===== src/hdl/rpa_pkg.sv =====
`default_nettype none
// ----------------------------------------------------------------------------
// rpa_pkg
// Shared opcodes, command kinds, store sizes and item types of the
// relocation patch unit.
// ----------------------------------------------------------------------------
package rpa_pkg;

    // Patch opcodes
    localparam logic [7:0] CMD_ADDR32    = 8'd1;
    localparam logic [7:0] CMD_ADDR16_LO = 8'd4;
    localparam logic [7:0] CMD_ADDR16_HI = 8'd5;
    localparam logic [7:0] CMD_ADDR16_HA = 8'd6;
    localparam logic [7:0] CMD_REL24     = 8'd10;
    localparam logic [7:0] CMD_WRITE32   = 8'd32;
    localparam logic [7:0] CMD_WRITE16   = 8'd33;
    localparam logic [7:0] CMD_WRITE8    = 8'd34;
    localparam logic [7:0] CMD_COND_PTR  = 8'd35;
    localparam logic [7:0] CMD_COND32    = 8'd36;
    localparam logic [7:0] CMD_COND16    = 8'd37;
    localparam logic [7:0] CMD_COND8     = 8'd38;
    localparam logic [7:0] CMD_BRANCH    = 8'd64;
    localparam logic [7:0] CMD_BRANCH_LK = 8'd65;

    localparam logic [23:0] ABS_SELECT = 24'hFFFFFE;
    localparam logic [31:0] KEEP_MASK  = 32'hFC000003;
    localparam logic [31:0] FIELD_MASK = 32'h03FFFFFC;
    localparam logic [31:0] OP_B       = 32'h48000000;
    localparam logic [31:0] OP_BL      = 32'h48000001;

    // Store sizes
    localparam logic [1:0] SZ_BYTE = 2'd0;
    localparam logic [1:0] SZ_HALF = 2'd1;
    localparam logic [1:0] SZ_WORD = 2'd2;

    // Depth of the queue between front and back
    localparam int QDEPTH = 4;
    localparam int QPTR_W = $clog2(QDEPTH);
    localparam int QCNT_W = $clog2(QDEPTH + 1);

    typedef enum logic [3:0] {
        K_ADDR32,
        K_LO,
        K_HI,
        K_HA,
        K_REL24,
        K_W32,
        K_W16,
        K_W8,
        K_C_PTR,
        K_C32,
        K_C16,
        K_C8,
        K_B,
        K_BL,
        K_UNK
    } t_kind;

    // Classified command as it travels from front to back
    typedef struct packed {
        t_kind       kind;
        logic [31:0] addr;
        logic [31:0] tgt;
        logic [31:0] opv;
        logic [31:0] cmpv;
        logic [31:0] cur;
    } t_item;

    // Handshake between queue and back
    typedef struct packed {
        logic valid;
        logic take;
    } t_qhs;

    // Finished write request
    typedef struct packed {
        logic [31:0] addr;
        logic [31:0] data;
        logic [1:0]  size;
        logic        en;
        logic        unk;
    } t_result;

endpackage
`default_nettype wire


===== src/hdl/rpa_front.sv =====
`default_nettype none
// ----------------------------------------------------------------------------
// rpa_front
// Holds the text base, resolves the target and symbol addresses and
// classifies the opcode of each accepted command.
// ----------------------------------------------------------------------------
module rpa_front (
    input  wire logic           i_clk,
    input  wire logic           i_rst_n,
    input  wire logic           i_cfg_valid,
    input  wire logic [31:0]    i_cfg_text_base,
    input  wire logic [7:0]     i_command,
    input  wire logic [23:0]    i_target_offset,
    input  wire logic [31:0]    i_absolute_address,
    input  wire logic [31:0]    i_operand_value,
    input  wire logic [31:0]    i_compare_value,
    input  wire logic [31:0]    i_current_contents,
    output rpa_pkg::t_item      o_item
);

    logic [31:0]      r_text_base;
    rpa_pkg::t_kind   kind;

    always_ff @(posedge i_clk) begin
        if (!i_rst_n) begin
            r_text_base <= '0;
        end else if (i_cfg_valid) begin
            r_text_base <= i_cfg_text_base;
        end
    end

    always_comb begin
        unique case (i_command)
            rpa_pkg::CMD_ADDR32:    kind = rpa_pkg::K_ADDR32;
            rpa_pkg::CMD_ADDR16_LO: kind = rpa_pkg::K_LO;
            rpa_pkg::CMD_ADDR16_HI: kind = rpa_pkg::K_HI;
            rpa_pkg::CMD_ADDR16_HA: kind = rpa_pkg::K_HA;
            rpa_pkg::CMD_REL24:     kind = rpa_pkg::K_REL24;
            rpa_pkg::CMD_WRITE32:   kind = rpa_pkg::K_W32;
            rpa_pkg::CMD_WRITE16:   kind = rpa_pkg::K_W16;
            rpa_pkg::CMD_WRITE8:    kind = rpa_pkg::K_W8;
            rpa_pkg::CMD_COND_PTR:  kind = rpa_pkg::K_C_PTR;
            rpa_pkg::CMD_COND32:    kind = rpa_pkg::K_C32;
            rpa_pkg::CMD_COND16:    kind = rpa_pkg::K_C16;
            rpa_pkg::CMD_COND8:     kind = rpa_pkg::K_C8;
            rpa_pkg::CMD_BRANCH:    kind = rpa_pkg::K_B;
            rpa_pkg::CMD_BRANCH_LK: kind = rpa_pkg::K_BL;
            default:                kind = rpa_pkg::K_UNK;
        endcase
    end

    always_comb begin
        o_item.kind = kind;
        o_item.addr = (i_target_offset == rpa_pkg::ABS_SELECT)
                      ? i_absolute_address
                      : r_text_base + {8'd0, i_target_offset};
        // bit 31 marks an absolute symbol
        o_item.tgt  = i_operand_value[31] ? i_operand_value
                                          : r_text_base + i_operand_value;
        o_item.opv  = i_operand_value;
        o_item.cmpv = i_compare_value;
        o_item.cur  = i_current_contents;
    end

endmodule
`default_nettype wire


===== src/hdl/rpa_queue.sv =====
`default_nettype none
// ----------------------------------------------------------------------------
// rpa_queue
// Short first-in first-out queue of classified commands between the
// front and the back.
// ----------------------------------------------------------------------------
module rpa_queue (
    input  wire logic           i_clk,
    input  wire logic           i_rst_n,
    input  wire logic           i_wr,
    input  wire rpa_pkg::t_item i_item,
    output logic                o_full,
    input  wire rpa_pkg::t_qhs  i_hs,
    output logic                o_valid,
    output rpa_pkg::t_item      o_item
);

    rpa_pkg::t_item                 r_mem [rpa_pkg::QDEPTH];
    logic [rpa_pkg::QPTR_W-1:0]     r_wptr;
    logic [rpa_pkg::QPTR_W-1:0]     r_rptr;
    logic [rpa_pkg::QCNT_W-1:0]     r_count;
    logic                           rd;

    assign o_full  = (r_count == rpa_pkg::QCNT_W'(rpa_pkg::QDEPTH));
    assign o_valid = (r_count != '0);
    assign o_item  = r_mem[r_rptr];
    assign rd      = i_hs.valid && i_hs.take;

    always_ff @(posedge i_clk) begin
        if (i_wr) begin
            r_mem[r_wptr] <= i_item;
        end
    end

    always_ff @(posedge i_clk) begin
        if (!i_rst_n) begin
            r_wptr  <= '0;
            r_rptr  <= '0;
            r_count <= '0;
        end else begin
            if (i_wr) begin
                r_wptr <= (r_wptr == rpa_pkg::QPTR_W'(rpa_pkg::QDEPTH - 1))
                          ? '0 : r_wptr + 1'b1;
            end
            if (rd) begin
                r_rptr <= (r_rptr == rpa_pkg::QPTR_W'(rpa_pkg::QDEPTH - 1))
                          ? '0 : r_rptr + 1'b1;
            end
            if (i_wr && !rd) begin
                r_count <= r_count + 1'b1;
            end else if (!i_wr && rd) begin
                r_count <= r_count - 1'b1;
            end
        end
    end

endmodule
`default_nettype wire


===== src/hdl/rpa_back.sv =====
`default_nettype none
// ----------------------------------------------------------------------------
// rpa_back
// Builds the write request for a classified command and holds it in the
// output register until it is taken.
// ----------------------------------------------------------------------------
module rpa_back (
    input  wire logic           i_clk,
    input  wire logic           i_rst_n,
    input  wire logic           i_valid,
    input  wire rpa_pkg::t_item i_item,
    output rpa_pkg::t_qhs       o_hs,
    input  wire logic           i_pop,
    output logic                o_valid,
    output rpa_pkg::t_result    o_res
);

    rpa_pkg::t_result   r_res;
    rpa_pkg::t_result   n_res;
    logic               r_valid;
    logic               take;
    logic [31:0]        delta;
    logic [31:0]        field;
    logic [15:0]        ha;
    logic               eq32;
    logic               eq16;
    logic               eq8;

    assign take     = !r_valid || i_pop;
    assign o_hs     = '{valid: i_valid, take: take};
    assign o_valid  = r_valid;
    assign o_res    = r_res;

    assign delta = i_item.tgt - i_item.addr;
    assign field = delta & rpa_pkg::FIELD_MASK;
    assign ha    = i_item.tgt[31:16] + {15'd0, i_item.tgt[15]};
    assign eq32  = (i_item.cur == i_item.cmpv);
    assign eq16  = (i_item.cur[15:0] == i_item.cmpv[15:0]);
    assign eq8   = (i_item.cur[7:0] == i_item.cmpv[7:0]);

    always_comb begin
        n_res.addr = i_item.addr;
        n_res.data = '0;
        n_res.size = rpa_pkg::SZ_BYTE;
        n_res.en   = 1'b1;
        n_res.unk  = 1'b0;
        unique case (i_item.kind)
            rpa_pkg::K_ADDR32: begin
                n_res.data = i_item.tgt;
                n_res.size = rpa_pkg::SZ_WORD;
            end
            rpa_pkg::K_LO: begin
                n_res.data = {16'd0, i_item.tgt[15:0]};
                n_res.size = rpa_pkg::SZ_HALF;
            end
            rpa_pkg::K_HI: begin
                n_res.data = {16'd0, i_item.tgt[31:16]};
                n_res.size = rpa_pkg::SZ_HALF;
            end
            rpa_pkg::K_HA: begin
                n_res.data = {16'd0, ha};
                n_res.size = rpa_pkg::SZ_HALF;
            end
            rpa_pkg::K_REL24: begin
                n_res.data = (i_item.cur & rpa_pkg::KEEP_MASK) | field;
                n_res.size = rpa_pkg::SZ_WORD;
            end
            rpa_pkg::K_W32: begin
                n_res.data = i_item.opv;
                n_res.size = rpa_pkg::SZ_WORD;
            end
            rpa_pkg::K_W16: begin
                n_res.data = {16'd0, i_item.opv[15:0]};
                n_res.size = rpa_pkg::SZ_HALF;
            end
            rpa_pkg::K_W8: begin
                n_res.data = {24'd0, i_item.opv[7:0]};
                n_res.size = rpa_pkg::SZ_BYTE;
            end
            rpa_pkg::K_C_PTR: begin
                n_res.size = rpa_pkg::SZ_WORD;
                n_res.en   = eq32;
                n_res.data = eq32 ? i_item.tgt : '0;
            end
            rpa_pkg::K_C32: begin
                n_res.size = rpa_pkg::SZ_WORD;
                n_res.en   = eq32;
                n_res.data = eq32 ? i_item.opv : '0;
            end
            rpa_pkg::K_C16: begin
                n_res.size = rpa_pkg::SZ_HALF;
                n_res.en   = eq16;
                n_res.data = eq16 ? {16'd0, i_item.opv[15:0]} : '0;
            end
            rpa_pkg::K_C8: begin
                n_res.size = rpa_pkg::SZ_BYTE;
                n_res.en   = eq8;
                n_res.data = eq8 ? {24'd0, i_item.opv[7:0]} : '0;
            end
            rpa_pkg::K_B: begin
                n_res.data = (rpa_pkg::OP_B & rpa_pkg::KEEP_MASK) | field;
                n_res.size = rpa_pkg::SZ_WORD;
            end
            rpa_pkg::K_BL: begin
                n_res.data = (rpa_pkg::OP_BL & rpa_pkg::KEEP_MASK) | field;
                n_res.size = rpa_pkg::SZ_WORD;
            end
            default: begin
                n_res.en  = 1'b0;
                n_res.unk = 1'b1;
            end
        endcase
    end

    always_ff @(posedge i_clk) begin
        if (i_valid && take) begin
            r_res <= n_res;
        end
    end

    always_ff @(posedge i_clk) begin
        if (!i_rst_n) begin
            r_valid <= 1'b0;
        end else if (take) begin
            r_valid <= i_valid;
        end
    end

endmodule
`default_nettype wire


===== src/hdl/relocation_patch_apply.sv =====
`default_nettype none
// ----------------------------------------------------------------------------
// relocation_patch_apply
// Applies one decoded relocation patch command and gives one write request.
// ----------------------------------------------------------------------------
// Usage:
//   Commands enter through a queue-like port: drive the fields and raise push;
//   a command is taken at an edge where push is high and full is low.
//   Write requests leave the same way: while empty is low the oldest request
//   sits on the o_write_* ports, and it is taken at an edge with pop high.
//   The text base is written over its own channel (i_cfg_valid, o_cfg_ready,
//   always ready); write it only while no command is in flight.
//   A taken command passes the queue, then the output register where its
//   request shows. Throughput: one command per cycle unless pop is held low,
//   bounded by the single classify step in front and build step in back.
//   A four-entry queue between front and back absorbs a stalled receiver;
//   full rises once the queue fills while the output register is held.
//   Reset empties the queue and the output register and clears the text
//   base to zero.
// ----------------------------------------------------------------------------
module relocation_patch_apply (
    input  wire logic           i_clk,
    input  wire logic           i_rst_n,
    // configuration
    input  wire logic           i_cfg_valid,
    output logic                o_cfg_ready,
    input  wire logic [31:0]    i_cfg_text_base,
    // command channel
    input  wire logic           push,
    output logic                full,
    input  wire logic [7:0]     i_command,
    input  wire logic [23:0]    i_target_offset,
    input  wire logic [31:0]    i_absolute_address,
    input  wire logic [31:0]    i_operand_value,
    input  wire logic [31:0]    i_compare_value,
    input  wire logic [31:0]    i_current_contents,
    // write request channel
    output logic                empty,
    input  wire logic           pop,
    output logic [31:0]         o_write_address,
    output logic [31:0]         o_write_data,
    output logic [1:0]          o_write_size,
    output logic                o_write_enable,
    output logic                o_unknown_command
);

    rpa_pkg::t_item     front_item;
    rpa_pkg::t_item     q_item;
    rpa_pkg::t_qhs      q_hs;
    rpa_pkg::t_result   res;
    logic               q_full;
    logic               q_valid;
    logic               out_valid;
    logic               accept;

    // Config is always taken at once
    assign o_cfg_ready = 1'b1;

    assign full   = q_full;
    assign accept = push && !q_full;

    // Resolve addresses and classify the opcode
    rpa_front u_front (
        .i_clk              (i_clk),
        .i_rst_n            (i_rst_n),
        .i_cfg_valid        (i_cfg_valid),
        .i_cfg_text_base    (i_cfg_text_base),
        .i_command          (i_command),
        .i_target_offset    (i_target_offset),
        .i_absolute_address (i_absolute_address),
        .i_operand_value    (i_operand_value),
        .i_compare_value    (i_compare_value),
        .i_current_contents (i_current_contents),
        .o_item             (front_item)
    );

    // Hold classified commands until the back is free
    rpa_queue u_queue (
        .i_clk   (i_clk),
        .i_rst_n (i_rst_n),
        .i_wr    (accept),
        .i_item  (front_item),
        .o_full  (q_full),
        .i_hs    (q_hs),
        .o_valid (q_valid),
        .o_item  (q_item)
    );

    // Build the write request and hold it for the receiver
    rpa_back u_back (
        .i_clk   (i_clk),
        .i_rst_n (i_rst_n),
        .i_valid (q_valid),
        .i_item  (q_item),
        .o_hs    (q_hs),
        .i_pop   (pop),
        .o_valid (out_valid),
        .o_res   (res)
    );

    assign empty             = !out_valid;
    assign o_write_address   = res.addr;
    assign o_write_data      = res.data;
    assign o_write_size      = res.size;
    assign o_write_enable    = res.en;
    assign o_unknown_command = res.unk;

endmodule
`default_nettype wire

===== config.mk =====
export PLATFORM = sky130hd
export DESIGN_NAME = relocation_patch_apply
export DESIGN_NICKNAME = d
export VERILOG_FILES = /design/src/hdl/rpa_pkg.sv /design/src/hdl/rpa_front.sv /design/src/hdl/rpa_queue.sv /design/src/hdl/rpa_back.sv /design/src/hdl/relocation_patch_apply.sv
export SDC_FILE = /design/constraint.sdc
export NUM_CORES = 1
export LEC_CHECK = 0
export ABC_CLOCK_PERIOD_IN_PS = 11090
export BUFFER_PORTS_ARGS = -buffer_cell sky130_fd_sc_hd__buf_2
export CAP_MARGIN = 20
export CORE_ASPECT_RATIO = 0.6
export CORE_MARGIN = 5
export CORE_UTILIZATION = 50
export CTS_BUF_LIST = sky130_fd_sc_hd__clkbuf_16
export DETAILED_ROUTE_END_ITERATION = 10
export HOLD_SLACK_MARGIN = 0.12
export PLACE_DENSITY = 0.69
export RECOVER_POWER = 100
export SKIP_LAST_GASP = 1
export SLEW_MARGIN = 20
export SYNTH_ARGS = -nofsm -noshare
export SYNTH_HDL_FRONTEND = slang
export SYNTH_SLANG_ARGS = --single-unit

===== constraint.sdc =====
create_clock -name i_clk -period 11.09 [get_ports i_clk]
set_clock_uncertainty 0.05 [all_clocks]
set_input_delay 0.5545 -clock i_clk [delete_from_list [all_inputs] [get_ports i_clk]]
set_output_delay 0.5545 -clock i_clk [all_outputs]
set_load 0.01 [all_outputs]

; ---- Yosys cells after proc, flatten, opt, wreduce, memory -nomap -nowiden
; Memories as Yosys holds them, arrays and structs flattened. A register that Yosys moved wholly into a read port is not among the register bits.
; Cells that the tools add are included.
[word_totals]
ff_bits = 108
mem_bits_rw = 656
input_bits = 197
output_inout_bits = 71
wordCells = 87
memories = 1
[classes]
addsub = 8
n_eq_ne = 34
n_mux = 18
n_bitwise = 1
n_reduce_logical = 15
[mem_list]
columns = name, depth, width, rd, rd_ports_with_merged_regs, wr, line_no
row1 = u_queue.r_mem, 4, 164, 1, 1, 1, rpa_queue.sv:18  ; rpa_pkg::t_item r_mem [rpa_pkg::QDEPTH];
[op_table]
columns = cell, count
row1 = 34-bit case mux with 14 select lines, 1
row2 = 32-bit two-way mux, 4
row3 = "8-bit by 6-bit equality test with 1-bit output, second input constant", 7
row4 = 4-bit case mux with 14 select lines, 1
row5 = 32-bit by 24-bit adder with 32-bit output, 1
row6 = 32-bit adder, 1
row7 = 32-bit equality test, 1
row8 = 32-bit by 26-bit bitwise OR with 32-bit output, 1
row9 = 26-bit subtractor, 1
row10 = "24-bit equality test, second input constant", 1
row11 = "4-bit equality test, second input constant", 6
row12 = "8-bit by 3-bit equality test with 1-bit output, second input constant", 3
row13 = 16-bit by 1-bit adder with 16-bit output, 1
row14 = 16-bit equality test, 1
row15 = "4-bit by 3-bit equality test with 1-bit output, second input constant", 4
row16 = "8-bit by 7-bit equality test with 1-bit output, second input constant", 2
row17 = 16-bit two-way mux, 1
row18 = 14-bit OR reduction, 1
row19 = 10-bit OR reduction, 1
row20 = "4-bit by 2-bit equality test with 1-bit output, second input constant", 2
row21 = "8-bit by 1-bit equality test with 1-bit output, second input constant", 1
row22 = "8-bit by 4-bit equality test with 1-bit output, second input constant", 1
row23 = 8-bit equality test, 1
row24 = 2-bit two-way mux, 4
row25 = 17 further kinds, 28

; ---- Logic depth before layout (Yosys ltp)
[depth]
depth_word = 7
ltp_mapped = 20

; ---- Hierarchy
; Synthesis repeated with hierarchy kept, for this count alone.
[hier_totals]
cells_unflattened = 2217
area_unflattened_um2 = 34852.2
[modules_own_cells]
columns = mod, n_inst, cells_each, area_per_inst_um2, seq_area_each_um2
row1 = rpa_queue, 1, 901, 24095.6, 19879.1
row2 = rpa_front, 1, 871, 6114.6, 640.6
row3 = rpa_back, 1, 441, 4613.2, 2062.0
row4 = relocation_patch_apply, 1, 4, 28.8, 0.0

; ---- Worst setup path before layout
; No wires, ideal clock.
[synth_timing]
path_type = input to register
from = in pop
to = reg u_queue.r_count[2] (netlist bit)
setup_time_ps = 76
t_arrival_ps = 5498
t_required_ps = 10964
slack_ps = 5466
cell_stages = 9
path_cell_list = inv_1 -> a21oi_1 -> inv_1 -> ha_1 -> inv_1 -> fa_1 -> xor2_1 -> or3_1 -> a21boi_0
[synth_between]
elab_chain_cells = 5
elab_cells_between_ends = 7
classes_between = mux: 1 / reduce/logical: 6
[synth_rtl]
columns = item, line_no
row1 = from (decl), relocation_patch_apply.sv:39  ; input wire logic pop,
row2 = 1-bit logical OR *, rpa_back.sv:29  ; assign take = !r_valid || i_pop;
row3 = 1-bit logical AND *, rpa_queue.sv:27  ; assign rd = i_hs.valid && i_hs.take;
row4 = via u_queue.rd, rpa_queue.sv:22  ; logic rd;
row5 = 1-bit logical NOT, rpa_queue.sv:49  ; if (i_wr && !rd) begin
row6 = 1-bit logical AND, rpa_queue.sv:49
row7 = 3-bit two-way mux or 2-bit nonzero test (tied branches), n/a
row8 = to (signal assigned), rpa_queue.sv:50  ; r_count <= r_count + 1'b1;
row9 = to (signal assigned), rpa_queue.sv:52  ; r_count <= r_count - 1'b1;
row10 = to (decl), rpa_queue.sv:21  ; logic [rpa_pkg::QCNT_W-1:0] r_count;
; Mark *: on every way through the listed nets, which the timed path passes. The rest lies on a longest branch.
; A chain may end at the register's enable or synchronous reset.

==> impl_metrics.tcl <==
set metrics [dict create \
    syn_area_um2 33500 \
    ir_drop_mv 0.165 \
    place.gp.congestion 0.948 \
    cts_max_path_buffers 3 \
    slew_violations 514 \
    arrival_ns 7.30 \
    status "complete, but fails checks" \
    seq_power_share_pct 43.0 \
    ys_types 82 \
    cts.htree.levels 3 \
    drt_wl_total_mm 89.6 \
    fin_util_pct 57.8 \
    post_cts_buffers 0 \
    dp.cells 3233 \
    yosys.cell_count.top_type "edfxtp_1" \
    total_power_mw 9.13 \
    hold_start "i_cfg_text_base[16]" \
    async_reset_ff_share_pct 0 \
    yosysWarnings 0 \
    grt_pass1_wl_mm 131 \
    worstSetupPathType "flop to flop" \
    grt_pass1_vias 20000 \
    ys_ff_latch 766 \
    num-fill-cells 5154 \
    wire_per_inst_um 26.1 \
    clk_latency_ns 0.62 \
    post-dp-hpwl_mm 62.8 \
    port_buffers 266 \
    first_pass_iters 6 \
    hold_viol 0 \
    vias 20500 \
    maxSlewHeadroom_pct -212 \
    powerDensity_nw_per_um2 238 \
    synth_fp_nets 2403 \
    start_util_pct 50.5 \
    root_buffer "clkbuf_16" \
    grt_usage_pct 24.6 \
    route.detailed.drc 0 \
    grt-ovfl-total 0 \
    setup_viol 0 \
    synthFlopType "edfxtp_1" \
    holdCritPathClass "input pin to flop" \
    ant_nets 0 \
    fin_crit_ns 6.89 \
    syn_inst 2116 \
    syn_area_per_cell_um2 15.8 \
    synth_commonest_cells "edfxtp_1 (724), nand2_1 (122), mux4_2 (113)" \
    die_area_um2 72400 \
    endpoint_kind "flop" \
    path_clk_slew_ns 0.07 \
    io_pins 268 \
    synth_top_area_share_pct 64.9 \
    tritoncts "built" \
    nNetsFinal 2756 \
    drive_above_1_share_pct 13.5 \
    num_rows 73 \
    grt_max_degree 81 \
    initialDrtViolationCount 2696 \
    synth.area.top_cells "edfxtp_1 (65%), mux4_2 (7.6%), ha_1 (3.3%)" \
    worst_pin_slew_ns 4.68 \
    seq_area_frac_synth_pct 67.4 \
    start_kind "flop" \
    p_comb_share_pct 31.2 \
    holdWs_ns 0.149 \
    violations "capacitance limit, slew limit" \
    grt_setup_unrepaired "false" \
    die_x_um 344 \
    numCtsBuffers 70 \
    synth.largest_area_cell "edfxtp_1" \
    worstPathRequired_ns 11.50 \
    syn_to_final_growth_pct 14.5 \
    maxCapViolCount 13 \
    cts_hold_buf 63 \
    p_leak_nw 13.2 \
    antenna_found_initial 8 \
    internal_power_mw 6.08 \
    post-route-period-util_pct 62.2 \
    ctsResizeCount 0 \
    clockPowerShare_pct 25.7 \
    reg2reg_slack_ns 4.20 \
    synth_edf_count 724 \
    switchingPower_mw 3.05 \
    dieHeight_um 210 \
    cp_max_fo 46 \
    via_per_inst 5.98 \
    switching_share_pct 33.4 \
    fmax_mhz 145 \
    fin_cells 3428 \
    coreArea_um2 66300 \
    clock-sinks 766 \
    tns_ns 0 \
]
==> cell type report <==
type / instances / area, um2 / area share [%]
flip-flops and latches: 766 / 22600 / 58.9
multi-input cells: 1218 / 10300 / 26.8
repair buffers: 347 / 1890 / 4.92
clock buffers: 74 / 1850 / 4.83
well taps: 900 / 1130 / 2.94
clock inverters: 54 / 367 / 0.956
inverters: 66 / 248 / 0.646
diodes: 3 / 7.51 / 0.0196
==> worst max-delay path, cell delays in order (launching register included) <==
cell,delay [ns]
dfxtp_1,2.41
nand2b_1,0.76
nor4_1,0.46
nand2_1,0.09
a41oi_1,0.51
o21a_1,0.22
nand4_1,0.21
a21oi_1,1.50
a22oi_1,0.35
o21ai_2,0.14
==> stage by stage <==
step	area [um2]	setup slack [ns]
2_1_floorplan	33500	5.47
3_5_place_dp	35800	5.92
4_1_cts	38600	5.90
5_1_grt	38300	3.39
6_report	38300	4.20
3_3_place_gp	35800	6.06
==> kinds of logic after synthesis <==
| family | synth area share, % |
|---|---|
| adders and majority gates | 3.43 |
| AOI/OAI and AO/OA | 7.03 |
| muxes | 8.93 |
| and+or+nand+nor | 6.49 |
| other | 0.0112 |
| DFF | 67.4 |
| xor gates and xnor gates | 4.89 |
| buffers and inverters | 1.80 |
==> power by group through the flow <==
stage	logic [mW]	clock network (mW)	registers, mW
finish	2.85	2.35	3.93
global route	3.05	2.52	3.97
CTS	2.86	2.39	3.91
detailed placement	2.82	0	3.97
global placement	2.76	0	3.96
floorplan	1.88	0	3.94
==> state kept, by name (all words and copies together), names as in the netlist, named ones only <==
signal,count
u_queue.r_count,3
u_back.o_res,68
u_queue.r_rptr,2
u_queue.r_mem,656
u_front.r_text_base,32
u_back.o_valid,1
u_queue.r_wptr,2
==> layout by cell type, fill, tap and decap left out, types with 77 or more instances in the layout <==
| master | instances |
|---|---|
| buf_2 | 97 |
| nor2_1 | 84 |
| inv_1 | 77 |
| ha_1 | 87 |
| xor2_1 | 109 |
| mux4_2 | 113 |
| nand2_1 | 122 |
| xnor2_1 | 78 |
| clkbuf_1 | 172 |
| edfxtp_1 | 724 |
| o21ai_0 | 78 |
| a21oi_1 | 90 |
==> metal layers <==
layer	vias to the layer above	GRT usage (%)	wire length (um)	part of all wire (%)
met1	10400	39.3	40500	45
li1	8982	-	-	-
met3	98	6.41	9460	11
met5	-	0	46	0.051
met2	1029	34.6	38400	43
met4	8	4.01	1150	1.3
==> path summary, 6_finish.rpt <==
check	cells past startpoint	end
max	9	u_back.o_res[28]
min	3	u_front.r_text_base[16]
max reg2reg	9	u_back.o_res[28]
min reg2reg	2	flop
Power figures use the tool's default switching activity.
